[src/rtl/gwe_pkg.sv]
// Shared types and constants for the graph walk engine.
// Used by gwe_ctrl, gwe_dp and graph_walk_engine; depends on nothing.
package gwe_pkg;

  localparam int MAX_VERTICES_DEF = 64;
  localparam int MAX_DEGREE_DEF   = 16;

  localparam int VTX_W  = 6;
  localparam int KIND_W = 2;
  localparam int STAT_W = 2;
  localparam int VCNT_W = 7;

  localparam logic [VCNT_W-1:0] VCNT_RESET = 7'd64;

  // configuration register indexes
  localparam logic REG_VERTEX_COUNT = 1'b0;
  localparam logic REG_WALK_ORDER   = 1'b1;

  typedef logic [VTX_W-1:0] gwe_vtx_t;

  typedef enum logic [KIND_W-1:0] {
    KIND_EDGE  = 2'd0,
    KIND_WALK  = 2'd1,
    KIND_CLEAR = 2'd2,
    KIND_NONE  = 2'd3
  } gwe_kind_t;

  typedef enum logic [STAT_W-1:0] {
    ST_OK    = 2'd0,
    ST_RANGE = 2'd1,
    ST_FULL  = 2'd2
  } gwe_status_t;

  typedef struct packed {
    logic [KIND_W-1:0] kind;
    gwe_vtx_t          first_vertex;
    gwe_vtx_t          second_vertex;
  } gwe_req_t;

  typedef struct packed {
    logic [STAT_W-1:0] status;
    gwe_vtx_t          vertex;
    logic              last;
  } gwe_rsp_t;

  typedef enum logic [4:0] {
    S_IDLE, S_DECODE, S_E_CHK, S_E_W2, S_RESP,
    S_B_POP, S_B_VTX, S_B_CNT, S_B_EMIT, S_B_SCAN, S_B_CHK,
    S_D_TOP, S_D_V, S_D_RD, S_D_CMP, S_D_CHK, S_D_W,
    S_FIN
  } gwe_state_t;

  typedef enum logic [3:0] {
    OP_NONE, OP_LATCH, OP_EDGE_W1, OP_EDGE_W2, OP_CLEAR,
    OP_BFS_INIT, OP_DFS_INIT, OP_POP_HEAD, OP_LOAD_V, OP_BFS_EMIT,
    OP_SCAN, OP_BFS_CHK, OP_DFS_ADV, OP_DFS_POP, OP_LATCH_W, OP_DFS_PUSH
  } gwe_op_t;

  typedef enum logic [1:0] {
    RSP_STATUS, RSP_VTX, RSP_VTX_LAST
  } gwe_rsp_sel_t;

  typedef struct packed {
    gwe_op_t      op;
    logic         rsp_load;
    gwe_rsp_sel_t rsp_sel;
    gwe_status_t  status;
    logic         cnt_cur;   // count port A reads current vertex
    logic         wl_top;    // work list read at top of stack
    logic         nbr_dfs;   // store read offset from resume position
  } gwe_cmd_t;

  typedef struct packed {
    logic [KIND_W-1:0] kind;
    logic              a_oor;
    logic              b_oor;
    logic              full;
    logic              walk_dfs;
    logic              head_lt_tail;
    logic              tail_zero;
    logic              idx_lt_deg;
    logic              nn_lt_cnt;
    logic              dfs_ok;
    logic              pend_vld;
    logic              rsp_free;
  } gwe_stat_t;

endpackage

[src/rtl/gwe_ctrl.sv]
// Sequencer for the graph walk engine: edge insert, clear and walk steps.
// Depends on gwe_pkg; drives gwe_dp through gwe_cmd_t.
module gwe_ctrl import gwe_pkg::*; (
  input  logic      clk,
  input  logic      rst,
  input  logic      req_valid,
  output logic      req_ready,
  output gwe_cmd_t  cmd,
  input  gwe_stat_t stat
);

  gwe_state_t  state, state_next;
  gwe_status_t resp_st, resp_st_next;

  always_ff @(posedge clk) begin
    if (rst) begin
      state   <= S_IDLE;
      resp_st <= ST_OK;
    end else begin
      state   <= state_next;
      resp_st <= resp_st_next;
    end
  end

  always_comb begin
    state_next   = state;
    resp_st_next = resp_st;
    unique case (state)
      S_IDLE: begin
        if (req_valid) state_next = S_DECODE;
      end
      S_DECODE: begin
        unique case (gwe_kind_t'(stat.kind))
          KIND_EDGE: begin
            if (stat.a_oor || stat.b_oor) begin
              state_next   = S_RESP;
              resp_st_next = ST_RANGE;
            end else begin
              state_next = S_E_CHK;
            end
          end
          KIND_WALK: begin
            if (stat.a_oor) begin
              state_next   = S_RESP;
              resp_st_next = ST_RANGE;
            end else begin
              state_next = stat.walk_dfs ? S_D_TOP : S_B_POP;
            end
          end
          default: begin
            state_next   = S_RESP;
            resp_st_next = ST_OK;
          end
        endcase
      end
      S_E_CHK: begin
        if (stat.full) begin
          state_next   = S_RESP;
          resp_st_next = ST_FULL;
        end else begin
          state_next = S_E_W2;
        end
      end
      S_E_W2: begin
        state_next   = S_RESP;
        resp_st_next = ST_OK;
      end
      S_RESP: begin
        if (stat.rsp_free) state_next = S_IDLE;
      end
      S_B_POP:  state_next = stat.head_lt_tail ? S_B_VTX : S_FIN;
      S_B_VTX:  state_next = S_B_CNT;
      S_B_CNT:  state_next = S_B_EMIT;
      S_B_EMIT: begin
        if (!stat.pend_vld || stat.rsp_free) state_next = S_B_SCAN;
      end
      S_B_SCAN: state_next = stat.idx_lt_deg ? S_B_CHK : S_B_POP;
      S_B_CHK:  state_next = S_B_SCAN;
      S_D_TOP:  state_next = stat.tail_zero ? S_FIN : S_D_V;
      S_D_V:    state_next = S_D_RD;
      S_D_RD:   state_next = S_D_CMP;
      S_D_CMP:  state_next = stat.nn_lt_cnt ? S_D_CHK : S_D_TOP;
      S_D_CHK:  state_next = S_D_W;
      S_D_W: begin
        if (!stat.dfs_ok || stat.rsp_free) state_next = S_D_TOP;
      end
      S_FIN: begin
        if (stat.rsp_free) state_next = S_IDLE;
      end
      default: state_next = S_IDLE;
    endcase
  end

  always_comb begin
    req_ready    = 1'b0;
    cmd.op       = OP_NONE;
    cmd.rsp_load = 1'b0;
    cmd.rsp_sel  = RSP_STATUS;
    cmd.status   = ST_OK;
    cmd.cnt_cur  = 1'b0;
    cmd.wl_top   = 1'b0;
    cmd.nbr_dfs  = 1'b0;
    unique case (state)
      S_IDLE: begin
        req_ready = 1'b1;
        if (req_valid) cmd.op = OP_LATCH;
      end
      S_DECODE: begin
        unique case (gwe_kind_t'(stat.kind))
          KIND_WALK: begin
            if (!stat.a_oor) cmd.op = stat.walk_dfs ? OP_DFS_INIT : OP_BFS_INIT;
          end
          KIND_CLEAR: cmd.op = OP_CLEAR;
          default:    cmd.op = OP_NONE;
        endcase
      end
      S_E_CHK: begin
        if (!stat.full) cmd.op = OP_EDGE_W1;
      end
      S_E_W2: cmd.op = OP_EDGE_W2;
      S_RESP: begin
        cmd.rsp_load = stat.rsp_free;
        cmd.rsp_sel  = RSP_STATUS;
        cmd.status   = resp_st;
      end
      S_B_POP: begin
        if (stat.head_lt_tail) cmd.op = OP_POP_HEAD;
      end
      S_B_VTX: cmd.op = OP_LOAD_V;
      S_B_CNT: cmd.cnt_cur = 1'b1;
      S_B_EMIT: begin
        cmd.cnt_cur = 1'b1;
        if (!stat.pend_vld || stat.rsp_free) begin
          cmd.op       = OP_BFS_EMIT;
          cmd.rsp_load = stat.pend_vld;
          cmd.rsp_sel  = RSP_VTX;
        end
      end
      S_B_SCAN: begin
        if (stat.idx_lt_deg) cmd.op = OP_SCAN;
      end
      S_B_CHK: cmd.op = OP_BFS_CHK;
      S_D_TOP: cmd.wl_top = 1'b1;
      S_D_V:   cmd.op = OP_LOAD_V;
      S_D_RD:  cmd.cnt_cur = 1'b1;
      S_D_CMP: begin
        cmd.cnt_cur = 1'b1;
        cmd.nbr_dfs = 1'b1;
        cmd.op      = stat.nn_lt_cnt ? OP_DFS_ADV : OP_DFS_POP;
      end
      S_D_CHK: cmd.op = OP_LATCH_W;
      S_D_W: begin
        if (stat.dfs_ok && stat.rsp_free) begin
          cmd.op       = OP_DFS_PUSH;
          cmd.rsp_load = 1'b1;
          cmd.rsp_sel  = RSP_VTX;
        end
      end
      S_FIN: begin
        cmd.rsp_load = stat.rsp_free;
        cmd.rsp_sel  = RSP_VTX_LAST;
      end
      default: cmd.op = OP_NONE;
    endcase
  end

endmodule

[config.mk]
export PLATFORM = sky130hd
export DESIGN_NAME = gwe_ctrl
export DESIGN_NICKNAME = d
export VERILOG_FILES = /design/src/rtl/gwe_pkg.sv /design/src/rtl/gwe_ctrl.sv
export SDC_FILE = /design/constraint.sdc
export NUM_CORES = 1
export LEC_CHECK = 0
export ABC_AREA = 1
export BUFFER_PORTS_ARGS = -buffer_cell sky130_fd_sc_hd__buf_4
export CAP_MARGIN = 20
export CORE_MARGIN = 3
export CORE_UTILIZATION = 51
export DETAILED_ROUTE_END_ITERATION = 12
export PLACE_DENSITY_LB_ADDON = 0.05
export SETUP_SLACK_MARGIN = 0.4
export SLEW_MARGIN = 20
export SYNTH_ARGS = -nofsm -noshare
export SYNTH_HDL_FRONTEND = slang
export SYNTH_SLANG_ARGS = --single-unit
[constraint.sdc]
create_clock -name clk -period 1.75 [get_ports clk]
set_clock_uncertainty 0.1 [all_clocks]
set_input_delay 0.35 -clock clk [delete_from_list [all_inputs] [get_ports clk]]
set_output_delay 0.35 -clock clk [all_outputs]
set_load 0.05 [all_outputs]
==> results of run 1 <==
==> cell usage after synthesis (all sizes together) <==
| library cell | number |
|---|---|
| a21oi | 7 |
| a221oi | 1 |
| and3 | 2 |
| buf | 2 |
| dfxtp | 7 |
| ha | 4 |
| inv | 26 |
| nand2 | 44 |
| nand3 | 28 |
| nand3b | 2 |
| nand4 | 5 |
| nor2 | 39 |
| nor3 | 4 |
| o211ai | 2 |
| o21ai | 3 |
| or2 | 1 |
==> metrics by stage <==
step	instances	area (um^2)	TNS (ps)	setup WS (ps)
floorplan	177	1130	-93.8	-75.8
detailed placement	257	1570	-578	-168
global placement	257	1570	-139	-51.4
==> cells by family after synthesis <==
group                    Yosys count  share of synthesized area [%]
AND/OR/NAND/NOR                  125                           59.8
buffers and inverters             28                           12.3
AO/OA/AOI/OAI                     13                           7.79
flip-flops                         7                           14.8
adder cells (fa/ha/maj)            4                           5.28
==> flow_summary_export.csv, run 1 <==
group,metric,value,unit
placed_design,io_buffers,28,
clock_network,post_cts_resized,88,
synthesis,netlist_instances,177,
die,dieWidth,49.1,um
run_status,error_message,"[ERROR DPL-0038] Utilization greater than 100%, impossible to legalize",
clock_network,post-cts-setup-buffers,16,
synthesis,avgSynthCellArea,5.35,um^2
clock_network,cts_num_sinks,7,
placed_design,routabilityCongestion,1.08,
clock_network,clock-root-buffer,"clkbuf_4",
synthesis,synth_top_area_cell,"nand2_1",
synthesis,synth_top_area_share,17.0,%
die,start_util,58.1,%
synthesis,yosys_warnings,0,
placed_design,dpl.hpwl,3690,um
run_status,status,"stopped before the end",
synthesis,yosysSeqAreaShare,14.8,%
die,rows,14,
run_status,lastStage,"4_1_cts",
synthesis,syn_nets,197,
die,ioPinCount,29,
synthesis,synthTopCellsByArea,"nand2_1, dfxtp_1, nand3_1",
die,die_h,49.1,um
clock_network,cts_buffers,3,
synthesis,synth_cell_types,21,
clock_network,holdBufCountCts,0,
synthesis,synth-seq-cells,7,
synthesis,netlist_area,947,um^2
clock_network,clockBufferDepth,2,
clock_network,cts_htree_levels,1,
==> run 2, diff against run 1 <==
--- a/config.mk
+++ b/config.mk
@@ -8,11 +8,10 @@
 export ABC_AREA = 1
 export BUFFER_PORTS_ARGS = -buffer_cell sky130_fd_sc_hd__buf_4
 export CAP_MARGIN = 20
-export CORE_MARGIN = 3
-export CORE_UTILIZATION = 51
+export CORE_AREA = 3 3 64 66
 export DETAILED_ROUTE_END_ITERATION = 12
-export PLACE_DENSITY_LB_ADDON = 0.05
-export SETUP_SLACK_MARGIN = 0.4
+export DIE_AREA = 0 0 67 69
+export PLACE_DENSITY_LB_ADDON = 0.15
 export SLEW_MARGIN = 20
 export SYNTH_ARGS = -nofsm -noshare
 export SYNTH_HDL_FRONTEND = slang
==> run 2 against run 1 <==
Compared with the run above: synthesized cell count did not move; area after synthesis did not move; the flow now finishes, with violations (setup timing).
==> flow_summary_export.csv, run 2 <==
group,metric,value,unit
synthesis,synthArstFlopShare,0,%
synthesis,yosys_warnings,0,
worst_hold_path,hp-class,"in -> reg",
die,start_util,26.1,%
cells_and_area,drive_above_1_share,56.1,%
synthesis,yosysSeqAreaShare,14.8,%
cells_and_area,num_antenna_cells,0,
synthesis,synth_cell_types,21,
route,drc,0,
power_and_ir_drop,p_leak,0.000992,uW
cells_and_area,largest_register,"state",
synthesis,synth_top_flop_cell,"dfxtp_1",
die,dieWidth,67,um
sta,fin_crit,1940,ps
route,drtIter0Drc,52,
cells_and_area,largest_reg_flops,5,
setup_path,path_class,"reg -> out",
sta,setup_viol,11,
power_and_ir_drop,power_density,945,nW/um^2
grt,antenna_found_initial,0,
synthesis,synth_top_area_share,17.0,%
die,ioPinCount,29,
power_and_ir_drop,ir_worst_vdd,554,uV
cells_and_area,layout_common_cells,"buf_4, nand2_1, nor2_1, nand3_1",
synthesis,netlist_instances,177,
die,rows,22,
sta,period_share,111,%
route,firstDrtPassIters,4,
sta,max_freq,0.515,GHz
cells_and_area,final_common_cell,"buf_4",
cells_and_area,nNetsFinal,276,
route,wire_per_inst,12.3,um
route,routed_wl,3720,um
clock_network,clock-root-buffer,"clkbuf_8",
setup_path,endpoint_kind,"output pin",
synthesis,netlist_area,947,um^2
sta,rsz0062_at_grt,"yes",
run_status,status,"finished, violations left",
clock_network,cts_htree_levels,1,
job,cap_violations,0,
clock_network,cts_tree,"yes",
synthesis,synth_top_area_cell,"nand2_1",
route,vias,1408,
cells_and_area,n_fill_cell,381,
route,via_per_inst,4.65,
synthesis,synthTopCellsByArea,"nand2_1, dfxtp_1, nand3_1",
grt,grt_overflow,0,
clock_network,cts_buffers,3,
setup_path,worst_ep_required_time,1300,ps
grt,grt_start_max_net_pins,8,
clock_network,clk-insertion-delay-late,230,ps
synthesis,synth_most_common_cell,"nand2_1",
sta,hold_viol,0,
synthesis,syn_nets,197,
sta,worst_pin_slew,255,ps
grt,grt_use_total,15.8,%
placed_design,routabilityCongestion,0.869,
grt,grt_pass1_wl,5720,um
sta,maxSlewHeadroom,82.9,%
synthesis,synth_edf_count,0,
clock_network,clkTransAtPathRegs,40,ps
grt,grt_pass1_vias,1324,
run_status,violations,"setup timing",
setup_path,worstPathArrival,1490,ps
placed_design,io_buffers,28,
sta,setup_slack,-190,ps
clock_network,clockBufferDepth,2,
setup_path,start_kind,"flop",
placed_design,placed_cells,292,
synthesis,synthTopCellsByCount,"nand2_1, nor2_1, nand3_1",
sta,hold_ws,229,ps
cells_and_area,stdcell_count,303,
clock_network,holdBufCountCts,0,
placed_design,dpl.hpwl,2950,um
setup_path,path_max_fanout,4,
clock_network,cts_num_sinks,7,
synthesis,synth-seq-cells,7,
route,drtAntennaViolNets,0,
synthesis,avgSynthCellArea,5.35,um^2
cells_and_area,largestRegisters,"state (5), resp_st (2)",
sta,slew_viol_final,0,
die,dieArea,4620,um^2
die,die_h,69,um
die,core-area,3630,um^2
cells_and_area,areaGrowthSynthToFinish,110,%
==> run 2: cell counts after synthesis <==
Identical to the previous run, type by type.
==> run 2: logic make-up after synthesis <==
kind of cell / Yosys count / synth area share [%]
buffers and inverters: 28 / 12.3
flip-flops: 7 / 14.8
adder cells (fa/ha/maj): 4 / 5.28
AND/OR/NAND/NOR: 125 / 59.8
AO/OA/AOI/OAI: 13 / 7.79
==> run 2: through the flow <==
step / setup TNS (ps) / power [uW] / area (um^2) / utilization [%] / setup slack, ps
2_1_floorplan: -511 / 863 / 1010 / - / -99.3
3_3_place_gp: -538 / 1340 / 1570 / 43.3 / -144
3_5_place_dp: -464 / 1330 / 1570 / 43.3 / -134
4_1_cts: -1300 / 1730 / 1810 / 49.9 / -188
5_1_grt: -1880 / 2030 / 1990 / 54.8 / -257
6_report: -1050 / 1880 / 1990 / 54.8 / -190
==> run 2: per-layer routing <==
metal	vias to the layer above	track usage (%)	wire [um]
met5	-	0	0
met4	0	5.18	56
met3	7	3.09	193
met2	35	27.7	1950
met1	637	18.6	1520
li1	729	-	-
==> run 2: critical path, cell delays in order, from the launching register on <==
cell     delay, ps
dfxtp_4        360
nor2_4         180
nand3_2        120
inv_2           90
nand3_4         90
buf_4          150
nand4_1        110
buf_6          170
==> run 2: where the power goes <==
| group | switching, uW | internal, uW | total (uW) |
|---|---|---|---|
| Sequential | 54.1 | 206 | 260 |
| Combinational | 767 | 626 | 1390 |
| Clock | 69.4 | 158 | 227 |
| Total | 891 | 990 | 1880 |
==> run 2: layout make-up <==
class,count,area [um^2],area share (%)
clock buffer,4,45.0,2.26
inverter,26,103,5.15
sequential,7,159,7.98
tap,48,60.1,3.02
multi-input combinational,142,948,47.6
timing repair buffer,76,676,33.9
==> run 2: path summary, 6_finish.rpt <==
check / cells past startpoint / slack [ps] / from / end
min reg2reg: 2 / 360 / resp_st[1]$_SDFFE_PP0P_ / resp_st[1]$_SDFFE_PP0P_
max: 7 / -190 / state[3]$_SDFFE_PP0P_ / cmd[8]
max reg2reg: 11 / 70 / state[0]$_SDFFE_PP0P_ / state[3]$_SDFFE_PP0P_
min: 2 / 230 / rst / state[1]$_SDFFE_PP0P_
==> run 2: repair_timing <==
item | CTS | global route
setup buffers | 3 | 5
gates resized for setup | 50 | 40
pin swaps | 6 | 11
endpoints found under the setup margin | 12 | 15
No activity file was read; power rests on OpenSTA's default activity.
==> run 3, diff against run 2 <==
==> constraint.sdc (replaced) <==
create_clock -name clk -period 2.4 [get_ports clk]
set_clock_uncertainty 0.1 [all_clocks]
set_input_delay 0.48 -clock clk [delete_from_list [all_inputs] [get_ports clk]]
set_output_delay 0.48 -clock clk [all_outputs]
set_load 0.05 [all_outputs]
==> run 3 against run 2 <==
Compared with the run above: the flow now finishes without violations; setup slack improved by 340 ps; design area is 36% lower; non-clock buffer count is 45 lower; sequential power fell by 30%; sequential share of layout area up 3.2 points; flip-flop and latch count stayed put; global-route usage decreased by 2.6 points; wire length down 19%; die area unchanged; worst hold slack gained 140 ps; largest cell class unchanged.
==> flow_summary_export.csv, run 3 (same netlist as run 2, synthesis figures left out) <==
group,metric,value,unit
grt,grt_start_max_net_pins,14,
clock_network,holdBufCountCts,0,
placed_design,place_area,1220,um^2
sta,hold_ws,369,ps
power_and_ir_drop,swShare,51.6,%
run_status,status,"complete, no violations",
route,via_per_inst,4.64,
sta,setup_viol,0,
sta,maxSlewHeadroom,75.9,%
setup_path,worst_ep_required_time,1820,ps
clock_network,clock-root-buffer,"clkbuf_8",
die,start_util,26.1,%
setup_path,path_class,"reg -> out",
cells_and_area,largest_register,"state",
cells_and_area,multiInputGateArea,693,um^2
clock_network,cts_htree_levels,1,
route,routed_wl,3020,um
setup_path,cpMostUsedCell,"nand3_1",
power_and_ir_drop,ir_worst_vdd,172,uV
setup_path,worstPathArrival,1670,ps
power_and_ir_drop,p_switching,483,uW
worst_hold_path,hp-start,"resp_st[1]$_SDFFE_PP0P_",
clock_network,clkTransAtPathRegs,40,ps
die,ioPinCount,29,
setup_path,max_stage_delay,380,ps
cells_and_area,largestRegisters,"state (5), resp_st (2)",
setup_path,path_delay_family,"buffers and inverters",
route,drc,0,
cells_and_area,drive_above_1_share,23.3,%
sta,rsz0062_at_grt,"yes",
worst_hold_path,hp-class,"reg -> reg",
power_and_ir_drop,p_leak,0.000703,uW
route,drtIter0Drc,58,
die,rows,22,
clock_network,cts_tree,"yes",
cells_and_area,nNetsFinal,231,
sta,hold_viol,0,
placed_design,io_buffers,28,
setup_path,start_kind,"flop",
grt,antenna_found_initial,0,
clock_network,clk-insertion-delay-late,220,ps
die,dieArea,4620,um^2
job,cap_violations,0,
cells_and_area,largest_reg_flops,5,
sta,period_share,93.8,%
grt,grt_pass1_vias,1126,
cells_and_area,fin_area,1270,um^2
grt,grt_pass1_wl,4840,um
power_and_ir_drop,seqPwrFrac,19.5,%
route,firstDrtPassIters,4,
setup_path,endpoint_kind,"output pin",
grt,grt_use_total,13.2,%
route,drtAntennaViolNets,0,
die,core-area,3630,um^2
cells_and_area,num_antenna_cells,0,
sta,slew_viol_final,0,
route,vias,1197,
power_and_ir_drop,clkPwrFrac,17.0,%
clock_network,cts_num_sinks,7,
cells_and_area,final_core_util,35.0,%
die,dieWidth,67,um
sta,worst_pin_slew,359,ps
placed_design,dpl.hpwl,2650,um
cells_and_area,areaGrowthSynthToFinish,34.1,%
grt,grt_overflow,0,
power_and_ir_drop,comb_power_share,63.6,%
cells_and_area,final_common_cell,"nand2_1",
route,wire_per_inst,11.7,um
cells_and_area,regArea,141,um^2
setup_path,critPathSlowestCell,"dfxtp_1",
die,die_h,69,um
power_and_ir_drop,power_density,738,nW/um^2
cells_and_area,n_fill_cell,438,
placed_design,pre_cts_slack,144,ps
clock_network,clockBufferDepth,2,
power_and_ir_drop,power.internal,454,uW
sta,max_freq,0.444,GHz
sta,setup_slack,149,ps
cells_and_area,layout_common_cells,"nand2_1, nor2_1, buf_4, nand3_1, inv_1",
setup_path,crit_buf_inv,2,
placed_design,routabilityCongestion,0.891,
setup_path,path_cells,"inv_2, nand3_1, o21ai_1, nor2_1, nand3_1, buf_4",
sta,fin_crit,2250,ps
setup_path,worstSetupStartpoint,"state[4]$_SDFFE_PP0P_",
clock_network,cts_buffers,3,
power_and_ir_drop,p_total,937,uW
setup_path,rr_startpoint,"state[4]$_SDFFE_PP0P_",
setup_path,path_max_fanout,13,
==> run 3: changes by cell type in the layout (fill, tap and decap cells not counted), moves of 8 or more <==
cell	change
buf_4	-24
buf_6	-14
inv_1	+10
inv_2	-8
nand3_1	+8
nor2_1	+12
nor2_4	-13
==> run 3: area by class of cell <==
type | count | share of cell area (%)
flip-flops and latches | 7 | 11.1
multi-input cells | 142 | 54.6
inverters | 26 | 7.68
repair buffers | 31 | 18.3
clock buffers | 4 | 3.55
well taps | 48 | 4.73
==> run 3: worst min-delay path: cells and delay by family, from the launching register on <==
kind	cells	cell delay [ps]
flops	1	300
compound gates	1	50
simple gates	1	60
==> run 3: layer usage <==
layer / track usage (%) / vias to the layer above / routed length (um)
met1: 17.0 / 515 / 1390
met4: 6.31 / 0 / 107
met3: 1.30 / 8 / 158
met5: 0 / - / 0
li1: - / 636 / -
met2: 21.4 / 38 / 1360
==> run 3: path summary, 6_finish.rpt <==
check | cells past startpoint | slack (ps) | endpoint
worst min register to register | 2 | 370 | resp_st[1]$_SDFFE_PP0P_
worst min-delay path | 2 | 370 | resp_st[1]$_SDFFE_PP0P_
worst max-delay path | 6 | 150 | cmd[11]
worst max register to register | 7 | 770 | state[3]$_SDFFE_PP0P_
==> run 3: per-stage QoR <==
| stage | TNS (ps) | cells |
|---|---|---|
| 2_1_floorplan | 0 | 177 |
| 3_3_place_gp | 0 | 254 |
| 3_5_place_dp | 0 | 254 |
| 4_1_cts | 0 | 258 |
| 5_1_grt | -42.6 | 258 |
| 6_report | 0 | 258 |
==> run 3: timing repair <==
item,in CTS,in global routing
setup buffers,0,0
setup endpoints to repair,0,4
gates resized for setup,0,3
==> run 3: power groups by stage <==
stage | combinational [uW] | sequential, uW | clock, uW
after floorplan | 448 | 159 | 0
after global placement | 611 | 181 | 0
after detailed placement | 599 | 182 | 0
after CTS | 600 | 180 | 165
after global routing | 663 | 188 | 171
final | 596 | 182 | 159
